$ cat config.mk
export PLATFORM = sky130hd
export DESIGN_NAME = scheduled_thermostat_with_lockout_flat
export DESIGN_NICKNAME = d
export VERILOG_FILES = /design/src/rtl/core/stc_pkg.sv /design/src/rtl/core/stc_ifs.sv /design/src/rtl/core/stc_cfg_regs.sv /design/src/rtl/core/stc_update.sv /design/src/rtl/core/scheduled_thermostat_with_lockout.sv /design/src/flat_wrapper.sv
export SDC_FILE = /design/constraint.sdc
export NUM_CORES = 1
export LEC_CHECK = 0
export ABC_CLOCK_PERIOD_IN_PS = 9250
export BUFFER_PORTS_ARGS = -buffer_cell sky130_fd_sc_hd__buf_2
export CAP_MARGIN = 20
export CORE_UTILIZATION = 45
export CTS_CLUSTER_DIAMETER = 120
export CTS_CLUSTER_SIZE = 24
export DETAILED_ROUTE_END_ITERATION = 6
export MAX_ROUTING_LAYER = met4
export SLEW_MARGIN = 20
export SYNTH_ARGS = -nofsm -noshare
export SYNTH_HDL_FRONTEND = slang
export SYNTH_SLANG_ARGS = --single-unit
export TNS_END_PERCENT = 100
$ cat constraint.sdc
create_clock -name clk -period 9.25 [get_ports clk]
set_input_delay 0.925 -clock clk [delete_from_list [all_inputs] [get_ports clk]]
set_output_delay 0.925 -clock clk [all_outputs]
set_load 0.02 [all_outputs]
$ cat src/rtl/core/stc_pkg.sv
// ----------------------------------------------------------------------------
// stc_pkg: shared types and helpers for the scheduled thermostat
// Holds register codes, field widths, the configuration and state records
// and the time window compare.
// ----------------------------------------------------------------------------
package stc_pkg;

	localparam int TimeW  = 12;
	localparam int TempW  = 12;
	localparam int HourW  = 5;
	localparam int MinW   = 6;
	localparam int ByteW  = 8;
	localparam int IdxW   = 3;
	localparam int DataW  = 12;
	localparam int CmpW   = TempW + 2;

	localparam logic [TimeW-1:0] HOUR_SCALE = TimeW'(100);

	// Register indexes of the configuration channel.
	typedef enum logic [IdxW-1:0] {
		REG_QUIET_START     = 3'd0,
		REG_QUIET_END       = 3'd1,
		REG_LAMP_START      = 3'd2,
		REG_LAMP_END        = 3'd3,
		REG_COOL_SETPOINT   = 3'd4,
		REG_COOL_HYSTERESIS = 3'd5,
		REG_LOCKOUT_SECONDS = 3'd6
	} stc_reg_t;

	typedef struct packed {
		logic [TimeW-1:0]        quiet_start;
		logic [TimeW-1:0]        quiet_end;
		logic [TimeW-1:0]        lamp_start;
		logic [TimeW-1:0]        lamp_end;
		logic signed [TempW-1:0] cool_setpoint;
		logic [ByteW-1:0]        cool_hysteresis;
		logic [ByteW-1:0]        lockout_seconds;
	} stc_cfg_t;

	typedef struct packed {
		logic             cooler;
		logic             quiet;
		logic             light;
		logic [ByteW-1:0] lockout;
	} stc_state_t;

	typedef struct packed {
		logic                    is_sample;
		logic [TimeW-1:0]        now;
		logic signed [TempW-1:0] temp;
	} stc_item_t;

	// A window [s,e) wraps past midnight when s > e and is empty when s == e.
	function automatic logic in_window(logic [TimeW-1:0] s, logic [TimeW-1:0] e,
		logic [TimeW-1:0] t);
		logic res;
		if (s < e) begin
			res = (t >= s) && (t < e);
		end else if (s > e) begin
			res = (t >= s) || (t < e);
		end else begin
			res = 1'b0;
		end
		return res;
	endfunction

endpackage

$ cat src/rtl/core/stc_ifs.sv
// ----------------------------------------------------------------------------
// stc_ifs: channel interfaces of the scheduled thermostat
// Request, result and configuration channels with valid/ready handshakes.
// ----------------------------------------------------------------------------
interface stc_req_if;
	logic                                 valid;
	logic                                 ready;
	logic                                 req_type;
	logic [stc_pkg::HourW-1:0]            hour_now;
	logic [stc_pkg::MinW-1:0]             minute_now;
	logic signed [stc_pkg::TempW-1:0]     temp_now;

	modport source (output valid, req_type, hour_now, minute_now, temp_now, input ready);
	modport sink   (input valid, req_type, hour_now, minute_now, temp_now, output ready);
endinterface

interface stc_res_if;
	logic valid;
	logic ready;
	logic quiet_active;
	logic cooler_on;
	logic light_on;

	modport source (output valid, quiet_active, cooler_on, light_on, input ready);
	modport sink   (input valid, quiet_active, cooler_on, light_on, output ready);
endinterface

interface stc_cfg_if;
	logic                        valid;
	logic                        ready;
	logic [stc_pkg::IdxW-1:0]    index;
	logic [stc_pkg::DataW-1:0]   data;

	modport source (output valid, index, data, input ready);
	modport sink   (input valid, index, data, output ready);
endinterface

$ cat src/rtl/core/stc_cfg_regs.sv
// ----------------------------------------------------------------------------
// stc_cfg_regs: configuration register file
// Takes one register write per transaction; unknown indexes are dropped.
// ----------------------------------------------------------------------------
module stc_cfg_regs (
	input  logic              clk,
	input  logic              arst_n,
	stc_cfg_if.sink           cfg,
	output stc_pkg::stc_cfg_t regs
);

	stc_pkg::stc_cfg_t regs_q;

	assign cfg.ready = 1'b1;
	assign regs      = regs_q;

	always_ff @(posedge clk or negedge arst_n) begin
		if (!arst_n) begin
			regs_q.quiet_start     <= stc_pkg::TimeW'(2000);
			regs_q.quiet_end       <= stc_pkg::TimeW'(600);
			regs_q.lamp_start      <= stc_pkg::TimeW'(2000);
			regs_q.lamp_end        <= stc_pkg::TimeW'(700);
			regs_q.cool_setpoint   <= stc_pkg::TempW'(400);
			regs_q.cool_hysteresis <= stc_pkg::ByteW'(5);
			regs_q.lockout_seconds <= stc_pkg::ByteW'(20);
		end else if (cfg.valid) begin
			unique case (cfg.index)
				stc_pkg::REG_QUIET_START:     regs_q.quiet_start     <= cfg.data;
				stc_pkg::REG_QUIET_END:       regs_q.quiet_end       <= cfg.data;
				stc_pkg::REG_LAMP_START:      regs_q.lamp_start      <= cfg.data;
				stc_pkg::REG_LAMP_END:        regs_q.lamp_end        <= cfg.data;
				stc_pkg::REG_COOL_SETPOINT:   regs_q.cool_setpoint   <= cfg.data;
				stc_pkg::REG_COOL_HYSTERESIS: regs_q.cool_hysteresis <= cfg.data[stc_pkg::ByteW-1:0];
				stc_pkg::REG_LOCKOUT_SECONDS: regs_q.lockout_seconds <= cfg.data[stc_pkg::ByteW-1:0];
				default: begin
				end
			endcase
		end
	end

endmodule

$ cat src/rtl/core/stc_update.sv
// ----------------------------------------------------------------------------
// stc_update: next-state logic of the thermostat
// Applies one tick or one sample to the current flags and lockout counter.
// ----------------------------------------------------------------------------
module stc_update (
	input  stc_pkg::stc_cfg_t   regs,
	input  stc_pkg::stc_item_t  item,
	input  stc_pkg::stc_state_t cur,
	output stc_pkg::stc_state_t nxt
);

	logic                                  in_quiet;
	logic                                  in_lamp;
	logic                                  too_warm;
	logic                                  cool_enough;
	logic signed [stc_pkg::CmpW-1:0]       off_level;
	logic signed [stc_pkg::CmpW-1:0]       temp_ext;

	assign in_quiet  = stc_pkg::in_window(regs.quiet_start, regs.quiet_end, item.now);
	assign in_lamp   = stc_pkg::in_window(regs.lamp_start, regs.lamp_end, item.now);
	assign temp_ext  = stc_pkg::CmpW'(item.temp);
	assign off_level = stc_pkg::CmpW'(regs.cool_setpoint)
		- $signed({{(stc_pkg::CmpW-stc_pkg::ByteW){1'b0}}, regs.cool_hysteresis});
	assign too_warm    = item.temp > regs.cool_setpoint;
	assign cool_enough = temp_ext < off_level;

	always_comb begin
		nxt = cur;
		if (!item.is_sample) begin
			if (cur.lockout != '0) begin
				nxt.lockout = cur.lockout - stc_pkg::ByteW'(1);
			end
		end else begin
			if (in_quiet) begin
				nxt.quiet  = 1'b1;
				nxt.cooler = 1'b0;
			end else begin
				nxt.quiet = 1'b0;
				// A switch in either direction needs an expired lockout and rearms it.
				if (!cur.cooler && too_warm) begin
					if (cur.lockout == '0) begin
						nxt.lockout = regs.lockout_seconds;
						nxt.cooler  = 1'b1;
					end
				end else if (cur.cooler && cool_enough) begin
					if (cur.lockout == '0) begin
						nxt.lockout = regs.lockout_seconds;
						nxt.cooler  = 1'b0;
					end
				end
			end
			nxt.light = in_lamp;
		end
	end

endmodule

$ cat src/rtl/core/scheduled_thermostat_with_lockout.sv
// ----------------------------------------------------------------------------
// scheduled_thermostat_with_lockout: cooler and light controller
// Drives a cooler from a hysteresis thermostat with a switch lockout and a
// quiet window, and a light from its own time window.
// ----------------------------------------------------------------------------
//
//  Channel | Role   | Transaction carries
//  --------+--------+------------------------------------------------------
//  req     | sink   | req_type, hour_now, minute_now, temp_now
//  res     | source | quiet_active, cooler_on, light_on
//  cfg     | sink   | index, data (one register write)
//
// Every request yields exactly one result. A request is captured in the input
// stage, where the time of day is folded into hhmm form; the flag update then
// runs on it and writes both the state and the result register. One request
// is taken in every cycle while the result side does not stall.
// arst_n clears the state to cooler off, quiet on, light off, lockout zero,
// and loads the register defaults. A stalled result holds the input stage,
// which then holds req.ready low; the configuration channel never stalls.
// ----------------------------------------------------------------------------
module scheduled_thermostat_with_lockout (
	input  logic     clk,
	input  logic     arst_n,
	stc_req_if.sink  req,
	stc_res_if.source res,
	stc_cfg_if.sink  cfg
);

	stc_pkg::stc_cfg_t   regs;
	stc_pkg::stc_item_t  item_s1;
	stc_pkg::stc_state_t state_q;
	stc_pkg::stc_state_t state_nxt;
	logic                valid_s1;
	logic                advance;
	logic                res_valid_q;
	logic                quiet_q;
	logic                cooler_q;
	logic                light_q;
	logic [stc_pkg::TimeW-1:0] now_d;

	// Configuration registers.
	stc_cfg_regs u_cfg_regs (
		.clk    (clk),
		.arst_n (arst_n),
		.cfg    (cfg),
		.regs   (regs)
	);

	// The item in the input stage moves on when the result register is free or
	// is being emptied in this cycle.
	assign advance   = valid_s1 && (!res_valid_q || res.ready);
	assign req.ready = !valid_s1 || advance;

	// hour*100 + minute; the largest possible value (3163) fits in 12 bits.
	assign now_d = stc_pkg::TimeW'(req.hour_now) * stc_pkg::HOUR_SCALE
		+ stc_pkg::TimeW'(req.minute_now);

	always_ff @(posedge clk or negedge arst_n) begin
		if (!arst_n) begin
			valid_s1 <= 1'b0;
		end else if (req.ready) begin
			valid_s1 <= req.valid;
		end
	end

	always_ff @(posedge clk) begin
		if (req.valid && req.ready) begin
			item_s1.is_sample <= req.req_type;
			item_s1.now       <= now_d;
			item_s1.temp      <= req.temp_now;
		end
	end

	// Flag and lockout update for the item in the input stage.
	stc_update u_update (
		.regs (regs),
		.item (item_s1),
		.cur  (state_q),
		.nxt  (state_nxt)
	);

	// The state is committed together with the result, so the next item sees
	// the flags this one leaves behind.
	always_ff @(posedge clk or negedge arst_n) begin
		if (!arst_n) begin
			state_q.cooler  <= 1'b0;
			state_q.quiet   <= 1'b1;
			state_q.light   <= 1'b0;
			state_q.lockout <= '0;
		end else if (advance) begin
			state_q <= state_nxt;
		end
	end

	always_ff @(posedge clk or negedge arst_n) begin
		if (!arst_n) begin
			res_valid_q <= 1'b0;
		end else if (advance) begin
			res_valid_q <= 1'b1;
		end else if (res.ready) begin
			res_valid_q <= 1'b0;
		end
	end

	always_ff @(posedge clk) begin
		if (advance) begin
			quiet_q  <= state_nxt.quiet;
			cooler_q <= state_nxt.cooler;
			light_q  <= state_nxt.light;
		end
	end

	assign res.valid        = res_valid_q;
	assign res.quiet_active = quiet_q;
	assign res.cooler_on    = cooler_q;
	assign res.light_on     = light_q;

	// The quiet window always leaves the cooler off.
	a_quiet_forces_off: assert property (@(posedge clk) disable iff (!arst_n)
		state_q.quiet |-> !state_q.cooler)
		else $error("cooler on inside quiet window");

	// The cooler only turns on once the lockout has run out.
	a_on_needs_lockout_zero: assert property (@(posedge clk) disable iff (!arst_n)
		(state_q.cooler && !$past(state_q.cooler)) |-> ($past(state_q.lockout) == '0))
		else $error("cooler switched on during lockout");

	// The lockout only rises by a reload to the programmed value.
	a_lockout_reload: assert property (@(posedge clk) disable iff (!arst_n)
		(state_q.lockout > $past(state_q.lockout)) |->
		(state_q.lockout == regs.lockout_seconds))
		else $error("lockout rose to an unexpected value");

	// A new result only appears when an item left the input stage.
	a_result_has_item: assert property (@(posedge clk) disable iff (!arst_n)
		$rose(res_valid_q) |-> $past(valid_s1))
		else $error("result without an item");

endmodule

$ cat src/flat_wrapper.sv
// flat-port wrapper written by rule: the top's interface ports become plain ports
module scheduled_thermostat_with_lockout_flat 
  (clk, arst_n, req_valid, req_req_type, req_hour_now, req_minute_now, req_temp_now, req_ready, res_valid, res_quiet_active, res_cooler_on, res_light_on, res_ready, cfg_valid, cfg_index, cfg_data, cfg_ready);
  stc_req_if req_i ();
  stc_res_if res_i ();
  stc_cfg_if cfg_i ();
  input  logic clk;
  input  logic arst_n;
  input wire logic [$bits(req_i.valid)-1:0] req_valid;
  input wire logic [$bits(req_i.req_type)-1:0] req_req_type;
  input wire logic [$bits(req_i.hour_now)-1:0] req_hour_now;
  input wire logic [$bits(req_i.minute_now)-1:0] req_minute_now;
  input wire logic [$bits(req_i.temp_now)-1:0] req_temp_now;
  output wire logic [$bits(req_i.ready)-1:0] req_ready;
  output wire logic [$bits(res_i.valid)-1:0] res_valid;
  output wire logic [$bits(res_i.quiet_active)-1:0] res_quiet_active;
  output wire logic [$bits(res_i.cooler_on)-1:0] res_cooler_on;
  output wire logic [$bits(res_i.light_on)-1:0] res_light_on;
  input wire logic [$bits(res_i.ready)-1:0] res_ready;
  input wire logic [$bits(cfg_i.valid)-1:0] cfg_valid;
  input wire logic [$bits(cfg_i.index)-1:0] cfg_index;
  input wire logic [$bits(cfg_i.data)-1:0] cfg_data;
  output wire logic [$bits(cfg_i.ready)-1:0] cfg_ready;
  assign req_i.valid = req_valid;
  assign req_i.req_type = req_req_type;
  assign req_i.hour_now = req_hour_now;
  assign req_i.minute_now = req_minute_now;
  assign req_i.temp_now = req_temp_now;
  assign req_ready = req_i.ready;
  assign res_valid = res_i.valid;
  assign res_quiet_active = res_i.quiet_active;
  assign res_cooler_on = res_i.cooler_on;
  assign res_light_on = res_i.light_on;
  assign res_i.ready = res_ready;
  assign cfg_i.valid = cfg_valid;
  assign cfg_i.index = cfg_index;
  assign cfg_i.data = cfg_data;
  assign cfg_ready = cfg_i.ready;
  scheduled_thermostat_with_lockout u_core (.clk(clk), .arst_n(arst_n), .req(req_i), .res(res_i), .cfg(cfg_i));
endmodule
[Yosys cells after proc, flatten, opt, wreduce, memory -nomap -nowiden]
Cells that the tools add are included.
Operators by class
  add/subtract/negate cells: 3
  multipliers: 1
  magnitude comparators: 10
  eq/ne operators: 8
  mux-type cells: 18
  reductions and logical operators: 26
Operators with widths (count)
  $lt 12x12->1: 4
  $mux 8: 6
  $gt 12x12->1: 3
  $ge 12x12->1: 2
  $reduce_and 2->1: 7
  $lt 12x13->1: 1
  $sub 12x9->13: 1
  $add 12x6->12: 1
  $mul 5x5->10 const B: 1
  $mux 1: 10
  $eq 3x3->1 const B: 3
  $logic_not 8->1: 1
  $reduce_bool 8->1: 1
  $sub 8x1->8 const B: 1
  $eq 3x2->1 const B: 2
  $logic_and 1x1->1: 6
  $logic_or 1x1->1: 4
  $reduce_and 4->1: 1
  $reduce_bool 2->1: 2
  $eq 3x1->1 const B: 1
  $logic_not 1->1: 3
  $logic_not 3->1: 1
  $mux 3: 1
  $ne 3x3->1 const B: 1
  other kinds (2): 2
Word-level totals
  flip-flop bits (word level): 117
  input port bits: 44
  output and inout port bits: 6
  logic and storage cells: 85

[Longest topological paths before layout]
  depth in word-level cells: 7
  gate-level depth with buffers: 20
  gate-level depth less buffers: 20

[By module]
From an unflattened synthesis, not the netlist that was laid out.
Unflattened totals
  cells, all modules: 698
  area total of the unflattened synthesis: 7978.9 µm²
By module, submodules not included
  stc_cfg_regs: times used 1, cells an instance 166, area each 3051.7 µm², seq. area each 1938.1 µm²
  stc_update: times used 1, cells an instance 408, area each 3005.4 µm², seq. area each 0.0 µm²
  scheduled_thermostat_with_lockout: times used 1, cells an instance 124, area each 1921.8 µm², seq. area each 1167.4 µm²

[Least setup slack after synthesis]
OpenSTA, ideal clock, no wires.
  path kind: flip-flop to flip-flop
  start point: register u_core.u_cfg_regs.regs_q, in the netlist u_core.u_cfg_regs.regs[10]
  end point: register u_core.state_q[0] (netlist name)
  library setup time: 0.082 ns
  data arrival time: 3.691 ns
  required time: 9.168 ns
  setup slack: 5.477 ns
  stages on the path, launching flop included: 20
  buffers on the path: 0
  period minus slack after synthesis: 3.773 ns
  cell sequence: dfstp_2 > inv_1 > ha_1 > nor2b_1 > o21ai_0 > a21boi_0 > o21ai_0 > a21oi_1 > o21ai_0 > nor2b_1 > a21oi_1 > ha_1 > nand4_1 > a211oi_1 > a21oi_1 > o21ai_0 > mux2i_1 > a211oi_4 > mux2_4 > a22oi_2
On the way
  longest elaborated chain between the ends: 5
Ends and longest elaborated chain
  start: declaration: line stc_cfg_regs.sv:12  | stc_pkg::stc_cfg_t regs_q;
  $sub 12x9->13: line stc_update.sv:23  | - $signed({{(stc_pkg::CmpW-stc_pkg::ByteW){1'b0}}, regs.cool_hysteresis});
  $lt 12x13->1: line stc_update.sv:25  | assign cool_enough = temp_ext < off_level;
  $logic_and 1x1->1: line stc_update.sv:45  | end else if (cur.cooler && cool_enough) begin
  $ne 3x3->1 (no source line)
  $reduce_and 4->1 (no source line)
  end signal: assignment: line scheduled_thermostat_with_lockout.sv:91  | state_q <= state_nxt;
  end: declaration: line scheduled_thermostat_with_lockout.sv:31  | stc_pkg::stc_state_t state_q;
No other way between the ends.
A chain may end at the register's enable or synchronous reset.

[Final worst setup path]
Same ends and word-level chain as after synthesis.

==> impl_metrics.json <==
{
  "critPathKind": "register to register",
  "drc": 0,
  "ys_seq_elements": 117,
  "die_area_mm2": 0.0175,
  "cts_hold_buf": 0,
  "tightest_slew_ns": 0.735,
  "fin_crit_sh_pct": 45.9,
  "yosys.area.top_type": "ha_1",
  "rsz0062_at_grt": "no",
  "grt_max_degree": 54,
  "area_growth_pct": 14.6,
  "cp.depth": 19,
  "n_antenna_cell": 0,
  "firstDrtPassIters": 4,
  "grt_pass1_wl_mm": 28.7,
  "synth_area_leaders": "ha_1 20%, dfrtp_1 19%, edfxtp_1 11%",
  "path_buf_inv": 1,
  "ios": 50,
  "num_vias": 5575,
  "synth.avg_cell_area_um2": 10.1,
  "synth_warnings": 0,
  "dominantRegCellSynth": "dfrtp_1",
  "p_total_mw": 2.09,
  "antenna_found_initial": 0,
  "synth.cell_area_mm2": 0.00763,
  "cts_buffer_depth": 2,
  "crit_start": "u_core.u_cfg_regs.regs[10]",
  "ys_seq_area_share_pct": 40.7,
  "synth_edf_count": 28,
  "cp.arrival_ns": 4.58,
  "wirelength_mm": 17.4,
  "wl_per_cell_um": 16.6,
  "crit_chain": "inv_1 > ha_1 > nor2b_1 > o21ai_0 > a21boi_0 > o21ai_0 > a21oi_1 > o21ai_0 > nor2b_1 > a21oi_1 > ha_1 > nand4_1 > a211oi_1 > a21oi_1 > o21ai_0 > mux2i_1 > a211oi_4 > mux2_4 > a22oi_2",
  "synth_cells": 754,
  "rr_worst_depth": 19,
  "status": "finished clean",
  "final_cells": 1048,
  "timing.rr.end": "u_core.state_q[0]",
  "grt_pass1_vias": 5681,
  "ctsResizeCount": 0,
  "synthArstFlopShare_pct": 76.1,
  "place_inst": 1016,
  "clock_insertion_delay_worst_skew_ns": 0.42,
  "cp-endpoint": "u_core.state_q[0]",
  "skew_ns": 0.00583,
  "finalMaxSlewViolations": 0,
  "fin_crit_ns": 4.25,
  "cp_slowest_stage_delay_ns": 0.52,
  "synth_top_area_share_pct": 20.5,
  "hold_class": "primary input to async pin",
  "p_leak_nw": 4.04,
  "gp_congestion": 0.845,
  "rrSetupSlack_ns": 5.00,
  "htreeDepth": 4,
  "io_buffers": 48,
  "end_kind": "register",
  "cts_setup_buffers": 0,
  "clock-sinks": 117,
  "gr-total-overflow": 0,
  "root_buffer": "clkbuf_16",
  "start_util_pct": 46.0,
  "max-slew-margin-rel_pct": 50.7,
  "fp.dieH_um": 132,
  "r2r_start": "u_core.u_cfg_regs.regs[10]",
  "ant_nets": 0,
  "hpwl_mm": 13.4,
  "vdd_drop_max_v": 0.000141,
  "cpMaxStageDelayCell": "dfstp_2",
  "rows": 47,
  "dieWidth_um": 132,
  "start_kind": "register",
  "pwr_density_cell_mw_per_mm2": 239,
  "routed_via_density": 5.32,
  "synth.top_cells.by_count": "125 x ha_1, 92 x inv_1, 72 x nand2_1",
  "synth.distinct_cells": 60,
  "final.fill_count": 1526,
  "numCtsBuffers": 17,
  "path_clk_slew_ns": 0.05,
  "synth_most_common_cell": "ha_1",
  "drt_first_iter_violations": 287,
  "setup_viol": 0,
  "cp.required_ns": 9.59,
  "grt.total_usage_pct": 21.9,
  "hold_viol": 0,
  "fmax_mhz": 236,
  "cpMostUsedCell": "o21ai_0",
  "setup-tns-final_ns": 0,
  "fin_nets": 987,
  "cts_tree": "built",
  "critPathMaxFanout": 7,
  "cap_violations": 0,
  "core_area_mm2": 0.0166,
  "critPathTopFamily": "compound AO/OA/AOI/OAI gates",
  "syn_nets": 926,
  "drive_gt1_share_pct": 19.2
}
==> per-layer routing <==
| metal | up-vias | global-route usage (%) | share of wire, % |
|---|---|---|---|
| li1 | 2797 | - | - |
| met1 | 2661 | 27.8 | 47 |
| met2 | 101 | 35.3 | 48 |
| met3 | 16 | 4.84 | 4.2 |
| met4 | 0 | 6.00 | 1.4 |
| met5 | - | - | 0 |
==> power breakdown <==
part	total (mW)	internal, mW	switching (mW)
Combinational	0.714	0.319	0.395
Sequential	0.743	0.667	0.0754
Clock	0.637	0.397	0.240
==> flip-flops by register name, indices dropped and copies added (netlist names) <==
register / flops
u_core.valid_s1: 1
u_core.res.light_on: 1
u_core.res.cooler_on: 1
u_core.item_s1: 25
u_core.u_cfg_regs.regs: 76
u_core.res.quiet_active: 1
u_core.res.valid: 1
u_core.state_q: 11
==> how the worst min path moves through the flow <==
stage | startpoint | endpoint | slack [ns] | depth (start not counted)
after floorplan | u_core.u_cfg_regs.regs[3] | u_core.state_q[3] | 0.45 | 2
after global placement | u_core.state_q[9] | u_core.state_q[9] | 0.47 | 2
after detailed placement | u_core.state_q[9] | u_core.state_q[9] | 0.48 | 2
after CTS | arst_n | u_core.u_cfg_regs.regs[42] | 0.48 | 1
after global routing | arst_n | u_core.u_cfg_regs.regs[36] | 0.50 | 1
final | arst_n | u_core.u_cfg_regs.regs[42] | 0.47 | 1
==> logic make-up after synthesis <==
group / after synthesis / share of synthesized area, %
AO/OA/AOI/OAI: 162 / 13.3
XOR/XNOR: 23 / 2.64
adder cells (fa/ha/maj): 128 / 21.3
buffers and inverters: 103 / 5.12
flip-flops: 117 / 40.7
multiplexers: 32 / 4.74
other: 1 / 0.0491
AND/OR/NAND/NOR: 188 / 12.1
==> final cells by class <==
class	count	area, um2	area share (%)
Multi-Input combinational cell	534	4160	47.6
Clock inverter	12	100	1.14
Tap cell	220	275	3.15
Timing Repair Buffer	53	280	3.21
Inverter	92	345	3.95
Sequential cell	117	3110	35.5
Clock buffer	20	478	5.47
==> metrics by stage <==
| stage | hold WS, ns | util (%) | setup slack (ns) | area, um2 |
|---|---|---|---|---|
| global route | 0.499 | 52.7 | 4.53 | 8740 |
| finish | 0.469 | 52.7 | 5.00 | 8740 |
| global placement | 0.469 | 49.2 | 5.05 | 8160 |
| detailed placement | 0.481 | 49.2 | 5.00 | 8160 |
| CTS | 0.479 | 52.7 | 4.98 | 8740 |
| floorplan | 0.454 | - | 5.48 | 7630 |
==> cell usage in the layout (no fill, tap or decap), drive strengths merged, types with 3 or more instances in the layout <==
master	instances
ha	125
inv	94
nand2	72
o21ai	70
dfrtp	59
buf	53
a21oi	32
dfstp	30
mux2	30
nor2	28
edfxtp	28
clkbuf	20
a21o	17
xnor2	15
nand4	15
nor3	14
nand2b	13
nand3	13
nor2b	9
xor2	8
a211oi	7
o21a	5
clkinv	5
o211ai	5
a31oi	4
clkinvlp	4
nor3b	4
or3	3
and4	3
a21boi	3
nand4b	3
fa	3
(Power assumes the default switching activity.)
